`src/rtl/gwt_pkg.sv`:
```
// Package for the G-code word tokenizer: result codes, character constants,
// field widths and the default digit limit.
// No dependencies.
package gwt_pkg;

   // Result kinds carried on rsp_tuser
   typedef enum logic [2:0] {
      KIND_WORD       = 3'd0,
      KIND_WORD_END   = 3'd1,
      KIND_LINE_END   = 3'd2,
      KIND_BAD_LETTER = 3'd3,
      KIND_BAD_NUMBER = 3'd4
   } kind_type;

   // Parser phase, one-hot
   typedef enum logic [3:0] {
      PH_LETTER = 4'b0001,
      PH_SIGN   = 4'b0010,
      PH_NUM    = 4'b0100,
      PH_SKIP   = 4'b1000
   } phase_type;

   localparam int unsigned CHAR_W     = 8;
   localparam int unsigned LETTER_W   = 5;
   localparam int unsigned MANT_W     = 30;
   localparam int unsigned EXP_W      = 6;
   localparam int unsigned RSP_DATA_W = 48;  // 42 field bits padded to whole bytes

   localparam int unsigned MAX_DIGITS_DEFAULT = 8;

   localparam logic [CHAR_W-1:0] CH_NUL   = 8'd0;
   localparam logic [CHAR_W-1:0] CH_SPACE = 8'd32;
   localparam logic [CHAR_W-1:0] CH_ZERO  = 8'd48;
   localparam logic [CHAR_W-1:0] CH_NINE  = 8'd57;
   localparam logic [CHAR_W-1:0] CH_UPA   = 8'd65;
   localparam logic [CHAR_W-1:0] CH_UPZ   = 8'd90;
   localparam logic [CHAR_W-1:0] CH_MINUS = 8'd45;
   localparam logic [CHAR_W-1:0] CH_PLUS  = 8'd43;
   localparam logic [CHAR_W-1:0] CH_POINT = 8'd46;

   localparam logic signed [EXP_W-1:0] EXP_MAX = 6'sd31;

endpackage

```
`src/rtl/gcode_word_tokenizer_core.sv`:
```
// G-code word tokenizer: splits a byte stream of command lines into words
// (letter, sign, mantissa, decimal exponent). Depends on gwt_pkg.
//
// Channel   Dir  Payload                                        Transfer when
// req_*     in   tdata[7:0] char_in                             req_tvalid & req_tready
// rsp_*     out  tuser[2:0] kind; tdata letter/neg/mant/exp     rsp_tvalid & rsp_tready
//
// A transfer lands in an input register; when the result register is free, the
// parser state and, where a word or an error finishes, the result register
// are updated from it.
// The input register refills while its byte is being parsed, so throughput is
// one byte per cycle whenever the result register is free or being drained.
// A stalled result holds the parser and, through the input register, req_tready.
// Reset (synchronous, active high) returns the parser to expecting a letter.
module gcode_word_tokenizer_core #(
   parameter int unsigned MAX_DIGITS = gwt_pkg::MAX_DIGITS_DEFAULT
) (
   input  logic                             clock,
   input  logic                             reset,
   input  logic                             req_tvalid,
   output logic                             req_tready,
   input  logic [gwt_pkg::CHAR_W-1:0]       req_tdata,   // [7:0] char_in
   output logic                             rsp_tvalid,
   input  logic                             rsp_tready,
   output logic [gwt_pkg::RSP_DATA_W-1:0]   rsp_tdata,   // [4:0] word_letter, [5] is_negative,
                                                         // [35:6] mantissa,
                                                         // [41:36] dec_exponent, [47:42] zero
   output logic [2:0]                       rsp_tuser    // [2:0] kind
);

   localparam int unsigned CNT_W = $clog2(MAX_DIGITS + 1);
   localparam logic [CNT_W-1:0] CNT_MAX = CNT_W'(MAX_DIGITS);

   // input register
   logic                          in_valid_ff;
   logic [gwt_pkg::CHAR_W-1:0]    char_ff;

   // parser state
   gwt_pkg::phase_type            phase_ff, phase_in;
   logic [gwt_pkg::LETTER_W-1:0]  letter_ff, letter_in;
   logic                          neg_ff, neg_in;
   logic                          point_ff, point_in;
   logic [CNT_W-1:0]              count_ff, count_in;
   logic [gwt_pkg::MANT_W-1:0]    mant_ff, mant_in;
   logic signed [gwt_pkg::EXP_W-1:0] exp_ff, exp_in;

   // result register
   logic                          rsp_valid_ff;
   gwt_pkg::kind_type             kind_ff, kind_in;
   logic [gwt_pkg::RSP_DATA_W-1:0] data_ff, data_in;

   logic emit;
   logic with_word;
   logic out_free;
   logic process_go;

   assign out_free   = !rsp_valid_ff || rsp_tready;
   assign process_go = in_valid_ff && out_free;
   assign req_tready = !in_valid_ff || process_go;

   always_comb begin
      logic is_digit;
      logic sign_taken;
      logic [3:0] digit;

      is_digit   = (char_ff >= gwt_pkg::CH_ZERO) && (char_ff <= gwt_pkg::CH_NINE);
      sign_taken = 1'b0;
      digit      = char_ff[3:0];

      phase_in  = phase_ff;
      letter_in = letter_ff;
      neg_in    = neg_ff;
      point_in  = point_ff;
      count_in  = count_ff;
      mant_in   = mant_ff;
      exp_in    = exp_ff;
      emit      = 1'b0;
      with_word = 1'b0;
      kind_in   = gwt_pkg::KIND_WORD;

      case (phase_ff)
         gwt_pkg::PH_SKIP: begin
            if (char_ff == gwt_pkg::CH_NUL) begin
               phase_in = gwt_pkg::PH_LETTER;
            end
         end
         gwt_pkg::PH_LETTER: begin
            if (char_ff == gwt_pkg::CH_NUL || char_ff == gwt_pkg::CH_ZERO ||
                char_ff == gwt_pkg::CH_SPACE) begin
               emit     = 1'b1;
               kind_in  = gwt_pkg::KIND_LINE_END;
               phase_in = (char_ff == gwt_pkg::CH_NUL) ? gwt_pkg::PH_LETTER
                                                       : gwt_pkg::PH_SKIP;
            end else if (char_ff < gwt_pkg::CH_UPA || char_ff > gwt_pkg::CH_UPZ) begin
               emit     = 1'b1;
               kind_in  = gwt_pkg::KIND_BAD_LETTER;
               phase_in = gwt_pkg::PH_SKIP;
            end else begin
               letter_in = gwt_pkg::LETTER_W'(char_ff - gwt_pkg::CH_UPA);
               neg_in    = 1'b0;
               point_in  = 1'b0;
               count_in  = '0;
               mant_in   = '0;
               exp_in    = '0;
               phase_in  = gwt_pkg::PH_SIGN;
            end
         end
         gwt_pkg::PH_SIGN, gwt_pkg::PH_NUM: begin
            if (phase_ff == gwt_pkg::PH_SIGN) begin
               phase_in = gwt_pkg::PH_NUM;
               if (char_ff == gwt_pkg::CH_MINUS) begin
                  neg_in     = 1'b1;
                  sign_taken = 1'b1;
               end else if (char_ff == gwt_pkg::CH_PLUS) begin
                  sign_taken = 1'b1;
               end
            end
            if (!sign_taken) begin
               if (is_digit) begin
                  if (count_ff < CNT_MAX) begin
                     count_in = count_ff + CNT_W'(1);
                     if (point_ff) begin
                        exp_in = exp_ff - gwt_pkg::EXP_W'(1);
                     end
                     mant_in = (mant_ff << 3) + (mant_ff << 1)
                             + gwt_pkg::MANT_W'(digit);
                  end else if (!point_ff && exp_ff != gwt_pkg::EXP_MAX) begin
                     // drop the digit, scale up instead
                     exp_in = exp_ff + gwt_pkg::EXP_W'(1);
                  end
               end else if (char_ff == gwt_pkg::CH_POINT && !point_ff) begin
                  point_in = 1'b1;
               end else if (count_ff == '0) begin
                  // separator before any digit
                  emit     = 1'b1;
                  kind_in  = gwt_pkg::KIND_BAD_NUMBER;
                  phase_in = (char_ff == gwt_pkg::CH_NUL) ? gwt_pkg::PH_LETTER
                                                          : gwt_pkg::PH_SKIP;
               end else begin
                  emit      = 1'b1;
                  with_word = 1'b1;
                  kind_in   = (char_ff == gwt_pkg::CH_NUL) ? gwt_pkg::KIND_WORD_END
                                                           : gwt_pkg::KIND_WORD;
                  phase_in  = gwt_pkg::PH_LETTER;
               end
            end
         end
         default: begin
            phase_in = gwt_pkg::PH_LETTER;
         end
      endcase

      if (with_word) begin
         data_in = {6'd0, exp_ff, mant_ff, neg_ff, letter_ff};
      end else begin
         data_in = '0;
      end
   end

   always_ff @(posedge clock) begin
      if (reset) begin
         in_valid_ff <= 1'b0;
      end else if (req_tready) begin
         in_valid_ff <= req_tvalid;
      end
      if (req_tready && req_tvalid) begin
         char_ff <= req_tdata;
      end
   end

   always_ff @(posedge clock) begin
      if (reset) begin
         phase_ff  <= gwt_pkg::PH_LETTER;
         letter_ff <= '0;
         neg_ff    <= 1'b0;
         point_ff  <= 1'b0;
         count_ff  <= '0;
         mant_ff   <= '0;
         exp_ff    <= '0;
      end else if (process_go) begin
         phase_ff  <= phase_in;
         letter_ff <= letter_in;
         neg_ff    <= neg_in;
         point_ff  <= point_in;
         count_ff  <= count_in;
         mant_ff   <= mant_in;
         exp_ff    <= exp_in;
      end
   end

   always_ff @(posedge clock) begin
      if (reset) begin
         rsp_valid_ff <= 1'b0;
      end else if (process_go && emit) begin
         rsp_valid_ff <= 1'b1;
      end else if (rsp_tready) begin
         rsp_valid_ff <= 1'b0;
      end
      if (process_go && emit) begin
         kind_ff <= kind_in;
         data_ff <= data_in;
      end
   end

   assign rsp_tvalid = rsp_valid_ff;
   assign rsp_tdata  = data_ff;
   assign rsp_tuser  = kind_ff;

   // error and line-end results carry no word
   assert property (@(posedge clock) disable iff (reset)
      rsp_valid_ff && (kind_ff == gwt_pkg::KIND_LINE_END ||
                       kind_ff == gwt_pkg::KIND_BAD_LETTER ||
                       kind_ff == gwt_pkg::KIND_BAD_NUMBER) |-> data_ff == '0)
      else $error("error result carries word data");

   // an unparsed byte waits while the result register is blocked
   assert property (@(posedge clock) disable iff (reset)
      in_valid_ff && !out_free |=> in_valid_ff && $stable(char_ff))
      else $error("pending byte lost under stall");

   // exponent never drops below the fractional digit limit
   assert property (@(posedge clock) disable iff (reset)
      rsp_valid_ff |-> $signed(data_ff[41:36]) >= -$signed(gwt_pkg::EXP_W'(MAX_DIGITS)))
      else $error("exponent out of range");

endmodule

```
`config.mk`:
```
export PLATFORM = sky130hd
export DESIGN_NAME = gcode_word_tokenizer_core
export DESIGN_NICKNAME = d
export VERILOG_FILES = /design/src/rtl/gwt_pkg.sv /design/src/rtl/gcode_word_tokenizer_core.sv
export SDC_FILE = /design/constraint.sdc
export NUM_CORES = 1
export LEC_CHECK = 0
export ABC_AREA = 1
export BUFFER_PORTS_ARGS = -buffer_cell sky130_fd_sc_hd__buf_2
export CORE_MARGIN = 2
export CORE_UTILIZATION = 61
export DETAILED_ROUTE_END_ITERATION = 12
export MAX_ROUTING_LAYER = met4
export PLACE_DENSITY = 0.94
export SLEW_MARGIN = 20
export SYNTH_ARGS = -nofsm -noshare
export SYNTH_HDL_FRONTEND = slang
export SYNTH_SLANG_ARGS = --single-unit
```
`constraint.sdc`:
```
create_clock -name clock -period 5.15 [get_ports clock]
set_input_delay 0.515 -clock clock [delete_from_list [all_inputs] [get_ports clock]]
set_output_delay 0.515 -clock clock [all_outputs]
set_load 0.03 [all_outputs]
```
# Word-level counts from Yosys, hierarchy flattened
# Cells that the tools add are included.
[totals]
regBits = 112
[op_classes]
reduce_logical = 25
addsub = 6
n_mux = 64
bitwise_logic = 2
magnitude_cmp = 5
eq_ne = 22
[op_table]
columns = ["cell", "count"]
rows = [
  ["$mux 30", 5],
  ["$pmux 30 s2", 1],
  ["$mux 4", 14],
  ["$mux 6", 7],
  ["$eq 8x6->1 const B", 5],
  ["$add 30x30->30", 1],
  ["$add 30x4->30", 1],
  ["$mux 1", 24],
  ["$ne 2x2->1 const B", 10],
  ["$reduce_and 7->1", 2],
  ["$mux 3", 4],
  ["$pmux 4 s3", 1],
  ["$pmux 6 s2", 1],
  ["$ge 8x6->1 const B", 1],
  ["$gt 8x7->1 const B", 1],
  ["$le 8x6->1 const B", 1],
  ["$logic_not 8->1", 1],
  ["$lt 8x7->1 const B", 1],
  ["$pmux 4 s2", 1],
  ["$reduce_and 8->1", 1],
  ["$add 6x2->6 const B", 1],
  ["$logic_and 1x1->1", 6],
  ["$ne 3x3->1 const B", 2],
  ["$ne 6x6->1 const B", 1],
  ["other kinds (20)", 31],
]

# Depth between registers and ports, before layout
[logic_depth]
ltp_word = 9
mapped_depth = 15

# Worst setup path before layout
# OpenSTA, ideal clock, no wires.
[synth_timing]
path_kind = "register -> register"
startpoint = "register char_ff[0] (netlist bit)"
endpoint = "register data_ff, in the netlist rsp_tdata[0], enable pin"
setup_time_ns = 0.399
arrival_time_ns = 2.323
path_slack_ns = 2.427
synth_period_minus_slack_ns = 2.723
t_required_ns = 4.751
path_stages_with_launch = 12
n_path_buf = 0
cell_sequence = "edfxtp_1 > inv_1 > ha_1 > nor2_1 > nand2_1 > nand2_1 > nor2_1 > nor2_1 > nand2_1 > nor2_1 > o21ai_0 > inv_1"
[synth_between]
elab_chain_len = 8
elab_cells_between_ends = 26
[synth_lines]
columns = ["item", "line_no", "text"]
rows = [
  ["from (decl)", "gcode_word_tokenizer_core.sv:36", "logic [gwt_pkg::CHAR_W-1:0] char_ff;"],
  ["from (signal assigned)", "gcode_word_tokenizer_core.sv:167", "char_ff <= req_tdata;"],
  ["$eq 8x6->1", "gcode_word_tokenizer_core.sv:114", "end else if (char_ff == gwt_pkg::CH_PLUS) begin"],
  ["$mux 1", "gcode_word_tokenizer_core.sv:114", ""],
  ["$mux 1", "gcode_word_tokenizer_core.sv:111", "if (char_ff == gwt_pkg::CH_MINUS) begin"],
  ["$mux 1", "gcode_word_tokenizer_core.sv:109", "if (phase_ff == gwt_pkg::PH_SIGN) begin"],
  ["$mux 1", "gcode_word_tokenizer_core.sv:81", "case (phase_ff)"],
  ["$mux 1", "gcode_word_tokenizer_core.sv:118", "if (!sign_taken) begin"],
  ["$pmux 1 s2 *", "gcode_word_tokenizer_core.sv:81", ""],
  ["$logic_and 1x1->1 *", "gcode_word_tokenizer_core.sv:199", "if (process_go && emit) begin"],
  ["to (signal assigned)", "gcode_word_tokenizer_core.sv:201", "data_ff <= data_in;"],
  ["to (decl)", "gcode_word_tokenizer_core.sv:50", "logic [gwt_pkg::RSP_DATA_W-1:0] data_ff, data_in;"],
]
# Mark *: on every way between the ends. The rest lies on a longest branch, timed or not. The select of a mux whose other input is x is not followed.
# A chain may end at the register's enable or synchronous reset.

# Worst setup path after layout
[layout_timing]
startpoint = "register char_ff[0] (netlist bit)"
endpoint = "register mant_ff[17] (netlist bit)"
[layout_between]
elab_chain_len = 7
elab_cells_between_ends = 27
[layout_lines]
columns = ["item", "line_no", "text"]
rows = [
  ["branches (longest 7 deep; another with $add 30x4->30)", "-", ""],
  ["to (signal assigned)", "gcode_word_tokenizer_core.sv:186", "mant_ff <= mant_in;"],
  ["to (decl)", "gcode_word_tokenizer_core.sv:44", "logic [gwt_pkg::MANT_W-1:0] mant_ff, mant_in;"],
]
# Parallel ways; which one is timed is not known. The select of a mux whose other input is x is not followed.

==> impl_metrics.yaml <==
status:
  status: "completed"
placed_design:
  globalplace.congestion: 0.9887
  dp_hpwl_um: 11800
  port_buffers: 58
  place_area_mm2: 0.007431
floorplan:
  dieArea_mm2: 0.01248
  start_util: 0.6224
  die_y_um: 111.7
  coreArea_mm2: 0.01137
  io_pins: 65
  die_x_um: 111.7
  row_count: 39
finish:
  final_cell_mix: "260 x nand2_1, 162 x inv_1, 118 x nor2_1, 64 x ha_1, 62 x a21oi_1"
  final_core_util: 0.6813
  fin_area_mm2: 0.007746
  area_growth_pct: 9.459
  drive_gt1_frac: 0.1051
  n_antenna_cell: 0
  final_common_cell: "nand2_1"
  final_nets: 1092
logic_synthesis:
  ys_seq_area_frac: 0.3748
  async_reset_ff_frac: 0
  syn_area_mm2: 0.007077
  synthCells: 960
  synth.avg_cell_area_um2: 7.372
  yosysTopAreaCell: "edfxtp_1"
  ys_warn_count: 0
  ys_ff_latch: 106
  synth_cell_type_count: 36
  ys.flop_type: "edfxtp_1"
  synth_enable_flop_cells: 53
  synth_area_leaders: "edfxtp_1 22%, dfxtp_1 15%, nand2_1 14%, ha_1 11%, inv_1 8.6%"
  yosys.area.top_type_share: 0.2249
global_routing:
  grt_usage: 0.2724
  gr-total-overflow: 0
  antenna_found_initial: 0
  grt_pass1_wl_um: 26880
  grt_pass1_vias: 5864
  grt_max_degree: 46
detailed_routing:
  postRouteAntennaNets: 0
  wl_um: 16060
  drt_iter0_drc: 567
  first_pass_iters: 5
  avgViaCountPerCell: 5.365
  drc: 0
  vias: 6229
  wl_per_cell_um: 13.83
critical_path:
  critPathMaxFanout: 36
  r2r-end: "mant_ff[17]$_SDFFE_PP0P_"
  critPathArrivalTime_ps: 3130
  crit_start: "char_ff[0]$_DFFE_PP_"
  required_ps: 5420
  startpoint_type: "flop"
  r2r_slack_ps: 2300
  reg2reg_depth: 12
  end_kind: "flop"
  worstSetupEndpoint: "mant_ff[17]$_SDFFE_PP0P_"
  setup.worst_path.class: "flop to flop"
  r2r_start: "char_ff[0]$_DFFE_PP_"
job:
  maxCapViolations: 0
hold_path:
  hp-class: "input port to flop"
timing:
  fin_crit_ps: 2852
  hold_violations: 0
  finalClockSkew_ps: 6.088
  period_share: 0.5538
  timing.setup.tns_ps: 0
  setup_violations: 0
  slew_headroom: 0.3874
  rsz0062_at_grt: "no"
  tightest_slew_ps: 918.9
  maxSlewViolCount: 0
  fmax_mhz: 350.6
clocking:
  post_cts.repair.setup_buffers: 0
  htree_levels: 3
  cts-resized-gates: 0
  cts_hold_buf: 0
  clk_latency_ps: 360
  cts_tree: "yes"
  numCtsBuffers: 9
  clk_pin_slew_worst_paths_ps: 70
  cts_sinks: 106
  cts_root_buf: "clkbuf_16"
  cts_buffer_depth: 2
power:
  p_per_area_mw_per_mm2: 236.5
  leakagePower_uw: 0.003772
  peakVddDrop_uv: 359.7
  total_power_uw: 1832
==> Yosys cell counts (12+ instances only) <==
library cell    n
a21oi_1        62
dfxtp_1        53
edfxtp_1       53
ha_1           64
inv_1         163
nand2_1       260
nand3_1        44
nand3_2        13
nand4_1        12
nor2_1        118
o21ai_0        22
xor2_1         16
==> cell type report <==
type | count | area (µm²)
multi-input combinational | 672 | 3679
fill | 880 | 3623
sequential | 106 | 2653
inverter | 164 | 615.6
timing repair buffer | 60 | 305.3
clock buffer | 13 | 271.5
tap | 143 | 178.9
clock inverter | 3 | 43.79
==> state kept, by name, indices dropped and copies added, names as in the netlist <==
| register | count |
|---|---|
| count_ff | 4 |
| rsp_tuser | 3 |
| phase_ff | 4 |
| in_valid_ff | 1 |
| char_ff | 8 |
| point_ff | 1 |
| letter_ff | 5 |
| rsp_tvalid | 1 |
| rsp_tdata | 42 |
| mant_ff | 30 |
| exp_ff | 6 |
| neg_ff | 1 |
==> worst max-delay path, cell delays in order, from the launching register on <==
cell      delay, ps
edfxtp_1        460
inv_1           170
ha_1            260
nor2_1           60
nand2_1          70
nand3_1         100
nand2_1          70
nand2_1          50
nor2_1          170
nand3_4         410
nor2_8          620
nand2_1         140
a21oi_1         170
==> kinds of logic (layout without fill, tap and decap cells) <==
| family | after synthesis | count (layout) | share of synthesized area |
|---|---|---|---|
| other cells | 1 | 6 | 0.0005299 |
| simple gates | 474 | 474 | 0.2873 |
| flops | 106 | 106 | 0.3748 |
| fa+ha+maj | 67 | 67 | 0.1216 |
| xor+xnor | 22 | 22 | 0.02723 |
| compound gates | 103 | 103 | 0.08045 |
| buf+inv | 187 | 240 | 0.1080 |
==> how the worst min path moves through the flow <==
| stage | start | slack (ps) | to | cells after the start |
|---|---|---|---|---|
| after global routing | req_tdata[5] | 320 | char_ff[5]$_DFFE_PP_ | 1 |
| after detailed placement | letter_ff[4]$_SDFFE_PP0P_ | 450 | letter_ff[4]$_SDFFE_PP0P_ | 2 |
| after CTS | req_tdata[5] | 320 | char_ff[5]$_DFFE_PP_ | 1 |
| after global placement | letter_ff[3]$_SDFFE_PP0P_ | 440 | letter_ff[3]$_SDFFE_PP0P_ | 2 |
| final | req_tdata[5] | 330 | char_ff[5]$_DFFE_PP_ | 1 |
| after floorplan | letter_ff[2]$_SDFFE_PP0P_ | 430 | letter_ff[2]$_SDFFE_PP0P_ | 2 |
==> metrics by stage <==
step	cells	setup WS, ps	hold slack [ps]
6_report	1161	2298	327.6
5_1_grt	1161	2037	321.6
4_1_cts	1161	2302	321.5
3_5_place_dp	1145	2345	451.2
3_3_place_gp	1145	2528	443.4
2_1_floorplan	965	2427	429.4
==> report_power, final <==
group          switching, µW  leakage (µW)  internal (µW)
registers               14.5      0.000911            914
logic                    126       0.00271           44.4
clock network            312      0.000155            421
==> layer usage <==
metal	up-vias	track usage	share of wire
li1	3140	-	-
met4	0	0.08889	0.020
met5	-	-	0
met2	246	0.4271	0.46
met1	2807	0.3581	0.45
met3	36	0.05226	0.074
Power figures use the tool's default switching activity.
